File: config.mk
export PLATFORM = sky130hd
export DESIGN_NAME = format_string_number_printer
export DESIGN_NICKNAME = d
export VERILOG_FILES = /design/src/rtl/fsnp_pkg.sv /design/src/rtl/fsnp_ctrl.sv /design/src/rtl/fsnp_dpath.sv /design/src/rtl/format_string_number_printer.sv
export SDC_FILE = /design/constraint.sdc
export NUM_CORES = 1
export LEC_CHECK = 0
export BUFFER_PORTS_ARGS = -buffer_cell sky130_fd_sc_hd__buf_4
export CELL_PAD_IN_SITES_DETAIL_PLACEMENT = 1
export CELL_PAD_IN_SITES_GLOBAL_PLACEMENT = 2
export CORE_MARGIN = 2
export CORE_UTILIZATION = 39
export DETAILED_ROUTE_END_ITERATION = 8
export PLACE_DENSITY = 0.86
export SLEW_MARGIN = 10
export SYNTH_ARGS = -nofsm -noshare
export SYNTH_HDL_FRONTEND = slang
export SYNTH_SLANG_ARGS = --single-unit
File: constraint.sdc
create_clock -name clk -period 6.2 [get_ports clk]
set_input_delay 0.62 -clock clk [delete_from_list [all_inputs] [get_ports clk]]
set_output_delay 0.62 -clock clk [all_outputs]
set_load 0.01 [all_outputs]
File: src/rtl/fsnp_pkg.sv
`timescale 1ns / 1ps
`default_nettype none
// ----------------------------------------------------------------------------
// fsnp_pkg: shared types and constants of the format string number printer
// Character codes, controller states, datapath command and status bundles.
// ----------------------------------------------------------------------------
package fsnp_pkg;

    localparam int ARG_W      = 64;
    localparam int CHAR_W     = 8;
    localparam int DEC_DIGITS = 20;
    localparam int BCD_W      = 4 * DEC_DIGITS;
    localparam int CNT_W      = $clog2(ARG_W);
    localparam int DIG_IDX_W  = $clog2(DEC_DIGITS);
    localparam int HEX_IDX_W  = 4;

    // default hex field widths
    localparam int HEX_DIGITS_LONG  = 16;
    localparam int HEX_DIGITS_SHORT = 8;
    localparam logic [DIG_IDX_W-1:0] DIG_TOP       = DIG_IDX_W'(DEC_DIGITS - 1);
    localparam logic [CNT_W-1:0]     CNT_LAST      = CNT_W'(ARG_W - 1);

    localparam logic [CHAR_W-1:0] CHAR_NUL   = 8'h00;
    localparam logic [CHAR_W-1:0] CHAR_PCT   = 8'h25;
    localparam logic [CHAR_W-1:0] CHAR_MINUS = 8'h2D;
    localparam logic [CHAR_W-1:0] CHAR_ZERO  = 8'h30;
    localparam logic [CHAR_W-1:0] CHAR_UPA   = 8'h41;
    localparam logic [CHAR_W-1:0] CHAR_D     = 8'h64;
    localparam logic [CHAR_W-1:0] CHAR_L     = 8'h6C;
    localparam logic [CHAR_W-1:0] CHAR_U     = 8'h75;
    localparam logic [CHAR_W-1:0] CHAR_X     = 8'h78;

    typedef enum logic [2:0] {
        ST_IDLE,
        ST_CHR,
        ST_CONV,
        ST_SIGN,
        ST_DEC,
        ST_HEX0,
        ST_HEXX,
        ST_HEXD
    } state_t;

    typedef enum logic [2:0] {
        SEL_IN,
        SEL_CHR,
        SEL_MINUS,
        SEL_ZERO,
        SEL_X,
        SEL_DEC,
        SEL_HEX
    } sel_t;

    typedef struct packed {
        logic load;       // latch input char and argument
        logic sgn;        // signed conversion
        logic lng;        // long form
        logic conv_step;  // one binary-to-BCD shift
        logic emit;       // write a char into the output register
        sel_t sel;
        logic last;
        logic dec_adv;    // move to next lower decimal digit
        logic hex_adv;    // move to next lower hex digit
    } cmd_t;

    typedef struct packed {
        logic out_free;
        logic conv_last;
        logic neg;
        logic dig_zero;
        logic dig_idx_zero;
        logic started;
        logic hex_idx_zero;
    } stat_t;

endpackage
`default_nettype wire

File: src/rtl/fsnp_ctrl.sv
`timescale 1ns / 1ps
`default_nettype none
// ----------------------------------------------------------------------------
// fsnp_ctrl: format parser and sequencer
// Tracks the open specifier and long flag, and steps the datapath through
// conversion and character output.
// ----------------------------------------------------------------------------
module fsnp_ctrl (
    input  wire logic                           clk,
    input  wire logic                           rst_n,
    input  wire logic                           in_valid,
    input  wire logic [fsnp_pkg::CHAR_W-1:0]    in_char,
    output logic                                in_ready,
    input  wire fsnp_pkg::stat_t                stat,
    output fsnp_pkg::cmd_t                      cmd
);

    fsnp_pkg::state_t state_reg, state_next;
    logic in_spec_reg, in_spec_next;
    logic long_reg, long_next;

    logic accept;
    logic echo;
    logic start_dec;
    logic start_hex;
    logic dec_skip;

    assign in_ready = (state_reg == fsnp_pkg::ST_IDLE);
    assign accept   = in_valid && in_ready;

    always_comb
    begin
        echo      = accept && (in_char != fsnp_pkg::CHAR_NUL) &&
                    ((in_spec_reg && (in_char == fsnp_pkg::CHAR_PCT)) ||
                     (!in_spec_reg && (in_char != fsnp_pkg::CHAR_PCT)));
        start_dec = accept && in_spec_reg &&
                    ((in_char == fsnp_pkg::CHAR_D) || (in_char == fsnp_pkg::CHAR_U));
        start_hex = accept && in_spec_reg && (in_char == fsnp_pkg::CHAR_X);
        // leading zeros are dropped, the units digit always prints
        dec_skip  = !stat.started && stat.dig_zero && !stat.dig_idx_zero;
    end

    // next state
    always_comb
    begin
        state_next   = state_reg;
        in_spec_next = in_spec_reg;
        long_next    = long_reg;
        case (state_reg)
            fsnp_pkg::ST_IDLE:
            begin
                if (accept)
                begin
                    if (in_char == fsnp_pkg::CHAR_NUL)
                    begin
                        in_spec_next = 1'b0;
                        long_next    = 1'b0;
                    end
                    else if (in_spec_reg)
                    begin
                        in_spec_next = 1'b0;
                        if (in_char == fsnp_pkg::CHAR_L)
                        begin
                            in_spec_next = 1'b1;
                            long_next    = 1'b1;
                        end
                    end
                    else if (in_char == fsnp_pkg::CHAR_PCT)
                    begin
                        in_spec_next = 1'b1;
                        long_next    = 1'b0;
                    end
                end
                if (echo && !stat.out_free)
                    state_next = fsnp_pkg::ST_CHR;
                else if (start_dec)
                    state_next = fsnp_pkg::ST_CONV;
                else if (start_hex)
                    state_next = fsnp_pkg::ST_HEX0;
            end
            fsnp_pkg::ST_CHR:
            begin
                if (stat.out_free)
                    state_next = fsnp_pkg::ST_IDLE;
            end
            fsnp_pkg::ST_CONV:
            begin
                if (stat.conv_last)
                    state_next = stat.neg ? fsnp_pkg::ST_SIGN : fsnp_pkg::ST_DEC;
            end
            fsnp_pkg::ST_SIGN:
            begin
                if (stat.out_free)
                    state_next = fsnp_pkg::ST_DEC;
            end
            fsnp_pkg::ST_DEC:
            begin
                if (!dec_skip && stat.out_free && stat.dig_idx_zero)
                    state_next = fsnp_pkg::ST_IDLE;
            end
            fsnp_pkg::ST_HEX0:
            begin
                if (stat.out_free)
                    state_next = fsnp_pkg::ST_HEXX;
            end
            fsnp_pkg::ST_HEXX:
            begin
                if (stat.out_free)
                    state_next = fsnp_pkg::ST_HEXD;
            end
            fsnp_pkg::ST_HEXD:
            begin
                if (stat.out_free && stat.hex_idx_zero)
                    state_next = fsnp_pkg::ST_IDLE;
            end
            default:
            begin
                state_next = fsnp_pkg::ST_IDLE;
            end
        endcase
    end

    // outputs
    always_comb
    begin
        cmd           = '0;
        cmd.sel       = fsnp_pkg::SEL_IN;
        cmd.sgn       = (in_char == fsnp_pkg::CHAR_D);
        cmd.lng       = long_reg;
        case (state_reg)
            fsnp_pkg::ST_IDLE:
            begin
                cmd.load = accept;
                if (echo && stat.out_free)
                begin
                    cmd.emit = 1'b1;
                    cmd.sel  = fsnp_pkg::SEL_IN;
                    cmd.last = 1'b1;
                end
            end
            fsnp_pkg::ST_CHR:
            begin
                cmd.emit = stat.out_free;
                cmd.sel  = fsnp_pkg::SEL_CHR;
                cmd.last = 1'b1;
            end
            fsnp_pkg::ST_CONV:
            begin
                cmd.conv_step = 1'b1;
            end
            fsnp_pkg::ST_SIGN:
            begin
                cmd.emit = stat.out_free;
                cmd.sel  = fsnp_pkg::SEL_MINUS;
            end
            fsnp_pkg::ST_DEC:
            begin
                cmd.sel = fsnp_pkg::SEL_DEC;
                if (dec_skip)
                    cmd.dec_adv = 1'b1;
                else if (stat.out_free)
                begin
                    cmd.emit    = 1'b1;
                    cmd.last    = stat.dig_idx_zero;
                    cmd.dec_adv = !stat.dig_idx_zero;
                end
            end
            fsnp_pkg::ST_HEX0:
            begin
                cmd.emit = stat.out_free;
                cmd.sel  = fsnp_pkg::SEL_ZERO;
            end
            fsnp_pkg::ST_HEXX:
            begin
                cmd.emit = stat.out_free;
                cmd.sel  = fsnp_pkg::SEL_X;
            end
            fsnp_pkg::ST_HEXD:
            begin
                cmd.sel = fsnp_pkg::SEL_HEX;
                if (stat.out_free)
                begin
                    cmd.emit    = 1'b1;
                    cmd.last    = stat.hex_idx_zero;
                    cmd.hex_adv = !stat.hex_idx_zero;
                end
            end
            default:
            begin
                cmd = '0;
            end
        endcase
    end

    always_ff @(posedge clk or negedge rst_n)
    begin
        if (!rst_n)
        begin
            state_reg   <= fsnp_pkg::ST_IDLE;
            in_spec_reg <= 1'b0;
            long_reg    <= 1'b0;
        end
        else
        begin
            state_reg   <= state_next;
            in_spec_reg <= in_spec_next;
            long_reg    <= long_next;
        end
    end

endmodule
`default_nettype wire

File: src/rtl/fsnp_dpath.sv
`timescale 1ns / 1ps
`default_nettype none
// ----------------------------------------------------------------------------
// fsnp_dpath: conversion datapath and output register
// Magnitude prep, shift-and-add-3 binary to BCD, digit selection and the
// output character register.
// ----------------------------------------------------------------------------
module fsnp_dpath #(
    parameter int HEX_DIGITS_LONG  = fsnp_pkg::HEX_DIGITS_LONG,
    parameter int HEX_DIGITS_SHORT = fsnp_pkg::HEX_DIGITS_SHORT
) (
    input  wire logic                           clk,
    input  wire logic                           rst_n,
    input  wire logic [fsnp_pkg::CHAR_W-1:0]    fmt_char,
    input  wire logic [fsnp_pkg::ARG_W-1:0]     arg_value,
    input  wire fsnp_pkg::cmd_t                 cmd,
    output fsnp_pkg::stat_t                     stat,
    output logic                                out_valid,
    output logic [fsnp_pkg::CHAR_W-1:0]         out_char,
    output logic                                out_last,
    input  wire logic                           out_ready
);

    // hex field widths, clamped to 1..16 digits
    localparam int IDX_W       = fsnp_pkg::HEX_IDX_W;
    localparam int HEX_LONG_N  = (HEX_DIGITS_LONG < 1) ? 1 :
                                 ((HEX_DIGITS_LONG > 16) ? 16 : HEX_DIGITS_LONG);
    localparam int HEX_SHORT_N = (HEX_DIGITS_SHORT < 1) ? 1 :
                                 ((HEX_DIGITS_SHORT > 16) ? 16 : HEX_DIGITS_SHORT);
    localparam logic [IDX_W-1:0] HEX_LONG_TOP  = IDX_W'(HEX_LONG_N - 1);
    localparam logic [IDX_W-1:0] HEX_SHORT_TOP = IDX_W'(HEX_SHORT_N - 1);

    logic [fsnp_pkg::ARG_W-1:0]     val_reg, val_next;
    logic [fsnp_pkg::BCD_W-1:0]     bcd_reg, bcd_next;
    logic [fsnp_pkg::CHAR_W-1:0]    char_reg;
    logic                           neg_reg;
    logic [fsnp_pkg::CNT_W-1:0]     cnt_reg, cnt_next;
    logic [fsnp_pkg::DIG_IDX_W-1:0] dig_idx_reg, dig_idx_next;
    logic [fsnp_pkg::HEX_IDX_W-1:0] hex_idx_reg, hex_idx_next;
    logic                           started_reg, started_next;
    logic                           ovalid_reg, ovalid_next;
    logic [fsnp_pkg::CHAR_W-1:0]    ochar_reg;
    logic                           olast_reg;

    logic [fsnp_pkg::ARG_W-1:0]     ext;
    logic                           neg;
    logic [fsnp_pkg::BCD_W-1:0]     bcd_adj;
    logic [3:0]                     dig;
    logic [3:0]                     nib;
    logic [fsnp_pkg::CHAR_W-1:0]    char_sel;

    // short forms extend the low word
    always_comb
    begin
        ext = cmd.lng ? arg_value :
              {{32{cmd.sgn & arg_value[31]}}, arg_value[31:0]};
        neg = cmd.sgn & ext[fsnp_pkg::ARG_W-1];
    end

    always_comb
    begin
        for (int i = 0; i < fsnp_pkg::DEC_DIGITS; i++)
        begin
            if (bcd_reg[4*i +: 4] >= 4'd5)
                bcd_adj[4*i +: 4] = bcd_reg[4*i +: 4] + 4'd3;
            else
                bcd_adj[4*i +: 4] = bcd_reg[4*i +: 4];
        end
    end

    assign dig = 4'(bcd_reg >> {dig_idx_reg, 2'b00});
    assign nib = 4'(val_reg >> {hex_idx_reg, 2'b00});

    always_comb
    begin
        case (cmd.sel)
            fsnp_pkg::SEL_IN:    char_sel = fmt_char;
            fsnp_pkg::SEL_CHR:   char_sel = char_reg;
            fsnp_pkg::SEL_MINUS: char_sel = fsnp_pkg::CHAR_MINUS;
            fsnp_pkg::SEL_ZERO:  char_sel = fsnp_pkg::CHAR_ZERO;
            fsnp_pkg::SEL_X:     char_sel = fsnp_pkg::CHAR_X;
            fsnp_pkg::SEL_DEC:   char_sel = fsnp_pkg::CHAR_ZERO + {4'd0, dig};
            fsnp_pkg::SEL_HEX:
            begin
                if (nib <= 4'd9)
                    char_sel = fsnp_pkg::CHAR_ZERO + {4'd0, nib};
                else
                    char_sel = fsnp_pkg::CHAR_UPA + {4'd0, nib - 4'd10};
            end
            default:             char_sel = fsnp_pkg::CHAR_ZERO;
        endcase
    end

    always_comb
    begin
        val_next     = val_reg;
        bcd_next     = bcd_reg;
        cnt_next     = cnt_reg;
        dig_idx_next = dig_idx_reg;
        hex_idx_next = hex_idx_reg;
        started_next = started_reg;
        if (cmd.load)
        begin
            val_next     = neg ? (~ext + 64'd1) : ext;
            bcd_next     = '0;
            cnt_next     = '0;
            dig_idx_next = fsnp_pkg::DIG_TOP;
            hex_idx_next = cmd.lng ? HEX_LONG_TOP : HEX_SHORT_TOP;
            started_next = 1'b0;
        end
        if (cmd.conv_step)
        begin
            bcd_next = {bcd_adj[fsnp_pkg::BCD_W-2:0], val_reg[fsnp_pkg::ARG_W-1]};
            val_next = {val_reg[fsnp_pkg::ARG_W-2:0], 1'b0};
            cnt_next = cnt_reg + 1'b1;
        end
        if (cmd.dec_adv)
            dig_idx_next = dig_idx_reg - 1'b1;
        if (cmd.hex_adv)
            hex_idx_next = hex_idx_reg - 1'b1;
        if (cmd.emit && (cmd.sel == fsnp_pkg::SEL_DEC))
            started_next = 1'b1;
    end

    always_comb
    begin
        ovalid_next = ovalid_reg;
        if (cmd.emit)
            ovalid_next = 1'b1;
        else if (out_ready)
            ovalid_next = 1'b0;
    end

    always_ff @(posedge clk or negedge rst_n)
    begin
        if (!rst_n)
        begin
            ovalid_reg  <= 1'b0;
            cnt_reg     <= '0;
            dig_idx_reg <= '0;
            hex_idx_reg <= '0;
            started_reg <= 1'b0;
        end
        else
        begin
            ovalid_reg  <= ovalid_next;
            cnt_reg     <= cnt_next;
            dig_idx_reg <= dig_idx_next;
            hex_idx_reg <= hex_idx_next;
            started_reg <= started_next;
        end
    end

    always_ff @(posedge clk)
    begin
        val_reg <= val_next;
        bcd_reg <= bcd_next;
        if (cmd.load)
        begin
            char_reg <= fmt_char;
            neg_reg  <= neg;
        end
        if (cmd.emit)
        begin
            ochar_reg <= char_sel;
            olast_reg <= cmd.last;
        end
    end

    always_comb
    begin
        stat.out_free     = !ovalid_reg || out_ready;
        stat.conv_last    = (cnt_reg == fsnp_pkg::CNT_LAST);
        stat.neg          = neg_reg;
        stat.dig_zero     = (dig == 4'd0);
        stat.dig_idx_zero = (dig_idx_reg == '0);
        stat.started      = started_reg;
        stat.hex_idx_zero = (hex_idx_reg == '0);
    end

    assign out_valid = ovalid_reg;
    assign out_char  = ochar_reg;
    assign out_last  = olast_reg;

endmodule
`default_nettype wire

File: src/rtl/format_string_number_printer.sv
`timescale 1ns / 1ps
`default_nettype none
// ----------------------------------------------------------------------------
// format_string_number_printer: printf-style number formatter
// Turns a stream of format characters with argument values into ASCII text.
// ----------------------------------------------------------------------------
// Usage:
//   Slave side takes one format character plus its 64-bit argument per
//   transfer. Master side gives one ASCII character per transfer; tlast marks
//   the final character caused by one input transfer. Inputs that print
//   nothing ('%', 'l', NUL, 's', unknown specifiers) give no master transfer.
//   Plain characters and "%%" are written into the output register in the
//   accepting cycle when it is free or being read, otherwise they wait until
//   it is. %d and %u run a shift-and-add-3 converter at one argument bit per
//   cycle over all 64 bits, then print '-' for a negative value, followed by
//   the decimal positions from the top (20 of them), skipping leading zeros
//   without output. %x prints "0x" and then one character per hex digit.
//   The next input is taken once the last character of the current one sits
//   in the output register.
//   A stalled receiver holds the output register and the sequencer waits on
//   it. Reset clears the specifier state and empties the output register.
// ----------------------------------------------------------------------------
module format_string_number_printer #(
    parameter int HEX_DIGITS_LONG  = fsnp_pkg::HEX_DIGITS_LONG,
    parameter int HEX_DIGITS_SHORT = fsnp_pkg::HEX_DIGITS_SHORT
) (
    input  wire logic        clk,
    input  wire logic        rst_n,
    input  wire logic        s_tvalid,
    output logic             s_tready,
    input  wire logic [71:0] s_tdata,   // [7:0] fmt_char, [71:8] arg_value
    output logic             m_tvalid,
    input  wire logic        m_tready,
    output logic [7:0]       m_tdata,   // [7:0] out_char
    output logic             m_tlast    // last_char
);

    fsnp_pkg::cmd_t  cmd;
    fsnp_pkg::stat_t stat;

    fsnp_ctrl u_ctrl (
        .clk      (clk),
        .rst_n    (rst_n),
        .in_valid (s_tvalid),
        .in_char  (s_tdata[7:0]),
        .in_ready (s_tready),
        .stat     (stat),
        .cmd      (cmd)
    );

    fsnp_dpath #(
        .HEX_DIGITS_LONG  (HEX_DIGITS_LONG),
        .HEX_DIGITS_SHORT (HEX_DIGITS_SHORT)
    ) u_dpath (
        .clk       (clk),
        .rst_n     (rst_n),
        .fmt_char  (s_tdata[7:0]),
        .arg_value (s_tdata[71:8]),
        .cmd       (cmd),
        .stat      (stat),
        .out_valid (m_tvalid),
        .out_char  (m_tdata),
        .out_last  (m_tlast),
        .out_ready (m_tready)
    );

    // a character is never written over one still waiting
    a_emit_free: assert property (@(posedge clk) disable iff (!rst_n)
        cmd.emit |-> stat.out_free)
        else $error("char written into busy output register");

    a_conv_quiet: assert property (@(posedge clk) disable iff (!rst_n)
        cmd.conv_step |-> (!cmd.emit && !s_tready))
        else $error("output or input activity during conversion");

    a_no_lead_zero: assert property (@(posedge clk) disable iff (!rst_n)
        (cmd.emit && (cmd.sel == fsnp_pkg::SEL_DEC)) |->
        (stat.started || !stat.dig_zero || stat.dig_idx_zero))
        else $error("leading zero printed");

endmodule
`default_nettype wire

* After elaboration in Yosys (flattened, before gate mapping)
Cells that the tools add are included.
** Operators by class
- $lt $le $gt $ge :: 21
- $mul :: 0
- Mux-type cells :: 73
- Eq/ne operators :: 28
- Bitwise logic cells :: 3
- Add/sub/neg operators :: 28
- Reductions and logical operators :: 42
- Divide/modulo/power cells :: 0
- Shift-type cells :: 2
** Operators with widths (number)
- two-way mux 64 bit :: 4
- two-way mux 80 bit :: 2
- two-way mux 4 bit :: 22
- >= comparator 4 x 3 -> 1 bit, second input constant :: 20
- >> shifter 80 x 7 -> 4 bit :: 1
- adder 4 x 2 -> 4 bit, second input constant :: 19
- adder 64 x 1 -> 64 bit, second input constant :: 1
- inverter 64 bit :: 1
- >> shifter 64 x 6 -> 4 bit :: 1
- case mux 8 bit (6 select lines) :: 1
- two-way mux 3 bit :: 12
- == test 8 x 7 -> 1 bit, second input constant :: 4
- case mux 4 bit (7 select lines) :: 1
- case mux 3 bit (8 select lines) :: 1
- two-way mux 1 bit :: 22
- == test 3 bit, second input constant :: 7
- logical AND 1 bit :: 16
- two-way mux 5 bit :: 3
- adder 6 x 4 -> 7 bit, first input constant :: 2
- two-way mux 6 bit :: 2
- inequality test 2 x 1 -> 1 bit, second input constant :: 6
- nonzero test 2 bit :: 5
- == test 3 x 2 -> 1 bit, second input constant :: 3
- adder 7 x 4 -> 8 bit, first input constant :: 1
- 28 further kinds :: 40
** Storage, ports and cells
- Output and inout port bits :: 11
- Input port bits :: 76
- RAM bits :: 0
- Memories kept :: 0
- Bits in latches :: 0
- ROM bits :: 0
- Flip-flop bits (word level) :: 184

* Depth between registers and ports, before layout
- Word-level depth :: 10
- Depth in mapped cells :: 13

* By module
From an unflattened synthesis, not the netlist that was laid out.
** Second synthesis, totals
- Cell total of the unflattened synthesis :: 1329
- Area total of the unflattened synthesis :: 12898.6 um2
** By module, submodules not included
- fsnp_dpath :: area each 12201.7 um2, sequential area each 5280.1 um2, times used 1, cells an instance 1241
- fsnp_ctrl :: area each 696.9 um2, sequential area each 125.1 um2, times used 1, cells an instance 88

* Worst setup path after synthesis
Ideal clock, no wire load.
- Path type :: register to register
- Start :: register u_ctrl.state_reg[2]
- End :: register u_dpath.bcd_reg[0] in the netlist's numbering, enable pin
- Library setup time :: 495 ps
- Arrival time :: 4350 ps
- Slack :: 1355 ps
- Required time :: 5705 ps
- Clock period less this slack :: 4845 ps
- Cell stages (with the launch flop) :: 8
- Path through :: dfrtp_1 -> clkbuf_1 -> nor3_1 -> nand2_1 -> inv_1 -> buf_1 -> nor2_1 -> inv_1
** Between the ends
- Cells in the longest elaborated chain, start to end :: 4
** RTL lines
- start, declared :: RTL line fsnp_ctrl.sv:18 : fsnp_pkg::state_t state_reg, state_next;
- start signal, assigned :: RTL line fsnp_ctrl.sv:199 : state_reg <= fsnp_pkg::ST_IDLE;
- start signal, assigned :: RTL line fsnp_ctrl.sv:205 : state_reg <= state_next;
- zero test 3 bit (*) :: RTL line fsnp_ctrl.sv:28 : assign in_ready = (state_reg == fsnp_pkg::ST_IDLE);
- via s_tready :: RTL line format_string_number_printer.sv:30 : output logic s_tready,
- logical AND 1 bit :: RTL line fsnp_ctrl.sv:29 : assign accept = in_valid && in_ready;
- two-way mux 1 bit (*) :: RTL line fsnp_ctrl.sv:130 : case (state_reg)
- nonzero test 2 bit (no source line) (*)
- end signal, assigned :: RTL line fsnp_dpath.sv:157 : bcd_reg <= bcd_next;
- end, declared :: RTL line fsnp_dpath.sv:34 : logic [fsnp_pkg::BCD_W-1:0] bcd_reg, bcd_next;
Mark *: on every way through the listed nets, which the timed path passes. The rest lies on a longest branch.
A chain may end at the register's enable or synchronous reset.

* Worst setup path after layout
- Start :: register u_ctrl.state_reg[2]
- End :: register u_ctrl.state_reg[1]
** Between the ends
- Cells in the longest elaborated chain, start to end :: 7
** RTL lines (RTL line)
- zero test 3 bit :: fsnp_ctrl.sv:28, fsnp_ctrl.sv:49
- logical AND 1 bit :: fsnp_ctrl.sv:29
- logical AND 1 bit, on equally long branches :: fsnp_ctrl.sv:36, fsnp_ctrl.sv:38, fsnp_ctrl.sv:33
- logical AND 1 bit, on equally long branches :: fsnp_ctrl.sv:36, fsnp_ctrl.sv:33
- two-way mux 3 bit / logical AND 1 bit (equally long branches) :: fsnp_ctrl.sv:76, fsnp_ctrl.sv:74
- two-way mux 3 bit / inequality test 4 bit (equally long branches)
- case mux 3 bit (8 select lines) / AND reduction 8 bit (equally long branches)
Several ways; a longest one is shown, not always the timed one.

==> results.txt <==
----------------------------------------------------
[Outcome]
  Run status ... finished clean

[STA]
  Max Fclk ... between 200 and 300 MHz
  Worst slew margin relative to its limit ... 0.3659
  Hold violation total from the final report ... 0
  Sum of negative setup slack ... 0 ns
  Share of the clock period used by the worst path after layout ... 0.5640
  Actual slew at the worst max-slew pin ... 0.9425 ns
  Pins over their slew limit ... 0
  Number of setup violations in the final report ... 0
  Post-layout minimum cycle time ... roughly 3.5 ns
  Unrepaired setup endpoints after global routing ... false
  Post-route setup slack ... approximately 2.7 ns
  Clock Skews ... 0.01732 ns

[Floorplanning]
  Die W ... 182.4 um
  Die Ht ... around 180 um
  Row count ... 65
  Die Outline Area ... 33280 um2
  Area inside the core boundary ... 31470 um2
  Boundary pin count ... 87
  Initial Utilization ... 0.3945

[Yosys]
  Number of different library cells in the post-synthesis netlist ... 63
  Cell area after technology mapping ... 12420 um2
  Area fraction in compound gates after synthesis ... 0.1766
  Average cell area after synthesis ... ~9.3 um2
  Most instantiated library cell after synthesis ... edfxtp_1
  Dominant combinational cell family by area after synthesis ... compound AO/OA/AOI/OAI gates
  Biggest area consumer among synthesized cells ... edfxtp_1
  Synthesis Warnings ... 0
  Net count of the mapped netlist ... approximately 1500
  Multiplexer area fraction after synthesis ... 0.06369
  Main area contributors after synthesis ... edfxtp_1 39%, ha_1 4.9%, a21oi_1 4.9%
  XOR/XNOR Fraction of Synth Area ... 0.05855
  Post-synthesis adder-cell area fraction ... 0.04938
  Post-synthesis sequential element count ... 184
  Number of instances in the synthesized netlist ... 1328
  Share of synthesized registers carrying an async set or reset ... 0.1196
  Most common flop cell mapped by yosys ... edfxtp_1
  Yosys top cell area share ... 0.3894
  Number of enable flip-flop cells after synthesis ... around 160
  Top cells by count, synth ... 161 x edfxtp_1, 148 x nand2_1, 139 x nor2_1
  Register area share after synthesis ... 0.4354
  Fraction of the mapped netlist area in simple logic gates ... 0.1766

[Clock network]
  Number of buffers created by CTS ... 17
  Level count of the clock H-tree ... 4
  # Post-CTS Setup Buffers ... 0
  Total of hold buffers inserted after clock tree synthesis ... 0
  Number of cells upsized or downsized after cts ... 0
  CTS Sinks ... 184
  Longest Clk Path Bufs ... 2
  CTS tree ... done
  Root Driver ... clkbuf_16
  Clk pin slew, worst setup/hold paths ... 0.09 ns
  Later-pin clock latency in the skew report ... roughly 0.45 ns

[Critical path]
  Launching point of the worst reg2reg path ... u_ctrl.state_reg[2]
  Critical path arrival ... about 3.8 ns
  Classification of the worst setup path ... reg2reg
  Internal reg-to-reg setup slack ... between 2 and 3 ns
  Worst Path Required ... about 6.5 ns
  Worst Setup End Kind ... flip-flop
  Logic depth of the worst register-to-register path ... 9
  Worst R2R End ... u_ctrl.state_reg[1]
  Sort of element at the start of the critical path ... flip-flop
  Critical-path maximum fanout ... 26

[Detailed routing]
  Vias per cell ... roughly 5.7
  Number of search-and-repair iterations in the first detailed-routing pass ... 4
  Total via count in the routed design ... 10313
  WL final ... ~36 mm
  Post-route DRC ... 0
  Routed wire length per instance ... 19.84 um
  Starting DRT DRC Count ... between 600 and 700
  Post-detailed-route count of antenna-violating nets ... 0

[Global route]
  Met3 Use GR ... 0.03193
  Total track usage ... 0.2184
  Busiest metal layer after global routing ... met2
  Via count of the first global-routing pass ... approximately 10000
  Maximum number of pins on one net before global-route repair ... slightly above 70
  Overflow left after global routing ... 0
  Wire length of the first global-routing pass ... between 50 and 60 mm
  Global routing usage on met2 ... 0.3708
  Number of antenna violations at the first check in global routing ... 1
  Met1 routing resource usage after global routing ... 0.2918

[Cells and area]
  Net count reported at finish ... 1506
  Max FFs per register ... 80
  Share of post-route cells with drive strength above 1 ... 0.1191
  Layout overhead on the synthesized area ... 13.10%
  Count of inserted antenna diode cells ... 0

[Job]
  Number of max-capacitance violations reported ... 0

[Placed design]
  Half-perimeter wire length of the detailed placement result ... approximately 26 mm
  Placement Setup Slack ... 2.331 ns
  IO Port Bufs ... 86
  Final estimated routing congestion in global placement ... 0.8236

[Power and ir drop]
  Power Dens Cells ... 439.0 nW/um2
  Maximum resistive drop on vdd ... approximately 0.00022 V
  Leakage power figure ... 5.338 nW

[Worst hold path]
  Worst hold-check path type ... in2async

----------------------------------------------------
## critical path: stages (launching register included)
cell       delay, ns
dfrtp_1         0.67
nor3_1          0.57
nand2_2         0.11
inv_1           0.38
nand3_1         0.21
a211oi_1        0.41
nand3b_1        0.22
o2111ai_1       0.23
nand2b_1        0.21
a221o_1         0.35
## worst max-delay path by stage
stage | startpoint | end
floorplan | u_ctrl.state_reg[2] | u_dpath.bcd_reg[0]
CTS | u_ctrl.state_reg[2] | u_ctrl.state_reg[1]
global route | u_ctrl.state_reg[1] | u_dpath.bcd_reg[65]
detailed placement | s_tdata[16] | u_dpath.val_reg[62]
global placement | s_tdata[16] | u_dpath.val_reg[62]
finish | u_ctrl.state_reg[2] | u_ctrl.state_reg[1]
## power breakdown
part / internal, mW / switching, mW / leakage (nW)
Sequential: 2.05 / 0.525 / 1.85
Clock: 0.612 / 0.555 / 0.290
Combinational: 0.980 / 1.45 / 3.20
Total: 3.64 / 2.53 / 5.34
## metrics by stage
| stage | area (um2) | power, mW | std cells | utilization | hold slack (ns) |
|---|---|---|---|---|---|
| final | 14040 | 6.165 | 1796 | 0.4462 | 0.04621 |
| after global routing | 14040 | 6.609 | 1796 | 0.4462 | 0.06195 |
| after CTS | 14040 | 6.221 | 1796 | 0.4462 | 0.05090 |
| after detailed placement | 13430 | 5.027 | 1764 | 0.4266 | 0.4719 |
| after global placement | 13430 | 4.931 | 1764 | 0.4266 | 0.4613 |
| after floorplan | 12420 | 4.184 | 1328 | - | 0.3244 |
## cell type report
cell class,instances,area (um2)
timing repair buffer,103,773.2
clock inverter,15,190.2
clock buffer,17,425.4
multi-input combinational,1017,6524
inverter,58,220.2
tap,402,503.0
fill,3603,17430
sequential,184,5406
## placed cells by master, fill, tap and decap left out, types with 9 or more instances in the layout
cell       synthesis  routed
a22o_1             9       9
a22oi_1           20      20
o211ai_1          10      10
buf_4              1     103
mux4_2            16      16
nand3_1           24      24
o21ai_0           99      99
xnor2_1           44      44
or3_1             11      10
nor2_1           139     139
xor2_1            39      39
nor2b_1           16      16
a21oi_1          122     122
o31ai_1            9       9
clkbuf_16          0      17
mux2i_1           43      43
nor3_1            38      37
ha_1              49      49
nor4_1            20      20
dfrtp_1           22      21
edfxtp_1         161     161
nand2b_1          31      31
nand2_1          148     147
a31oi_1           11      11
a211oi_1          10      10
inv_1             58      57
## logic make-up (layout without fill, tap and decap cells)
logic type | after synthesis | after routing
AOI/OAI and AO/OA | 357 | 357
xor gates and xnor gates | 83 | 83
adders and majority gates | 49 | 49
buffers and inverters | 127 | 193
DFF | 184 | 184
muxes | 59 | 59
and+or+nand+nor | 469 | 469
## metal layers
| layer | up-vias | share of wire |
|---|---|---|
| met5 | - | 0 |
| met1 | 5106 | 0.46 |
| li1 | 4965 | - |
| met4 | 0 | 0.019 |
| met3 | 38 | 0.036 |
| met2 | 204 | 0.49 |
(Power assumes the default switching activity.)
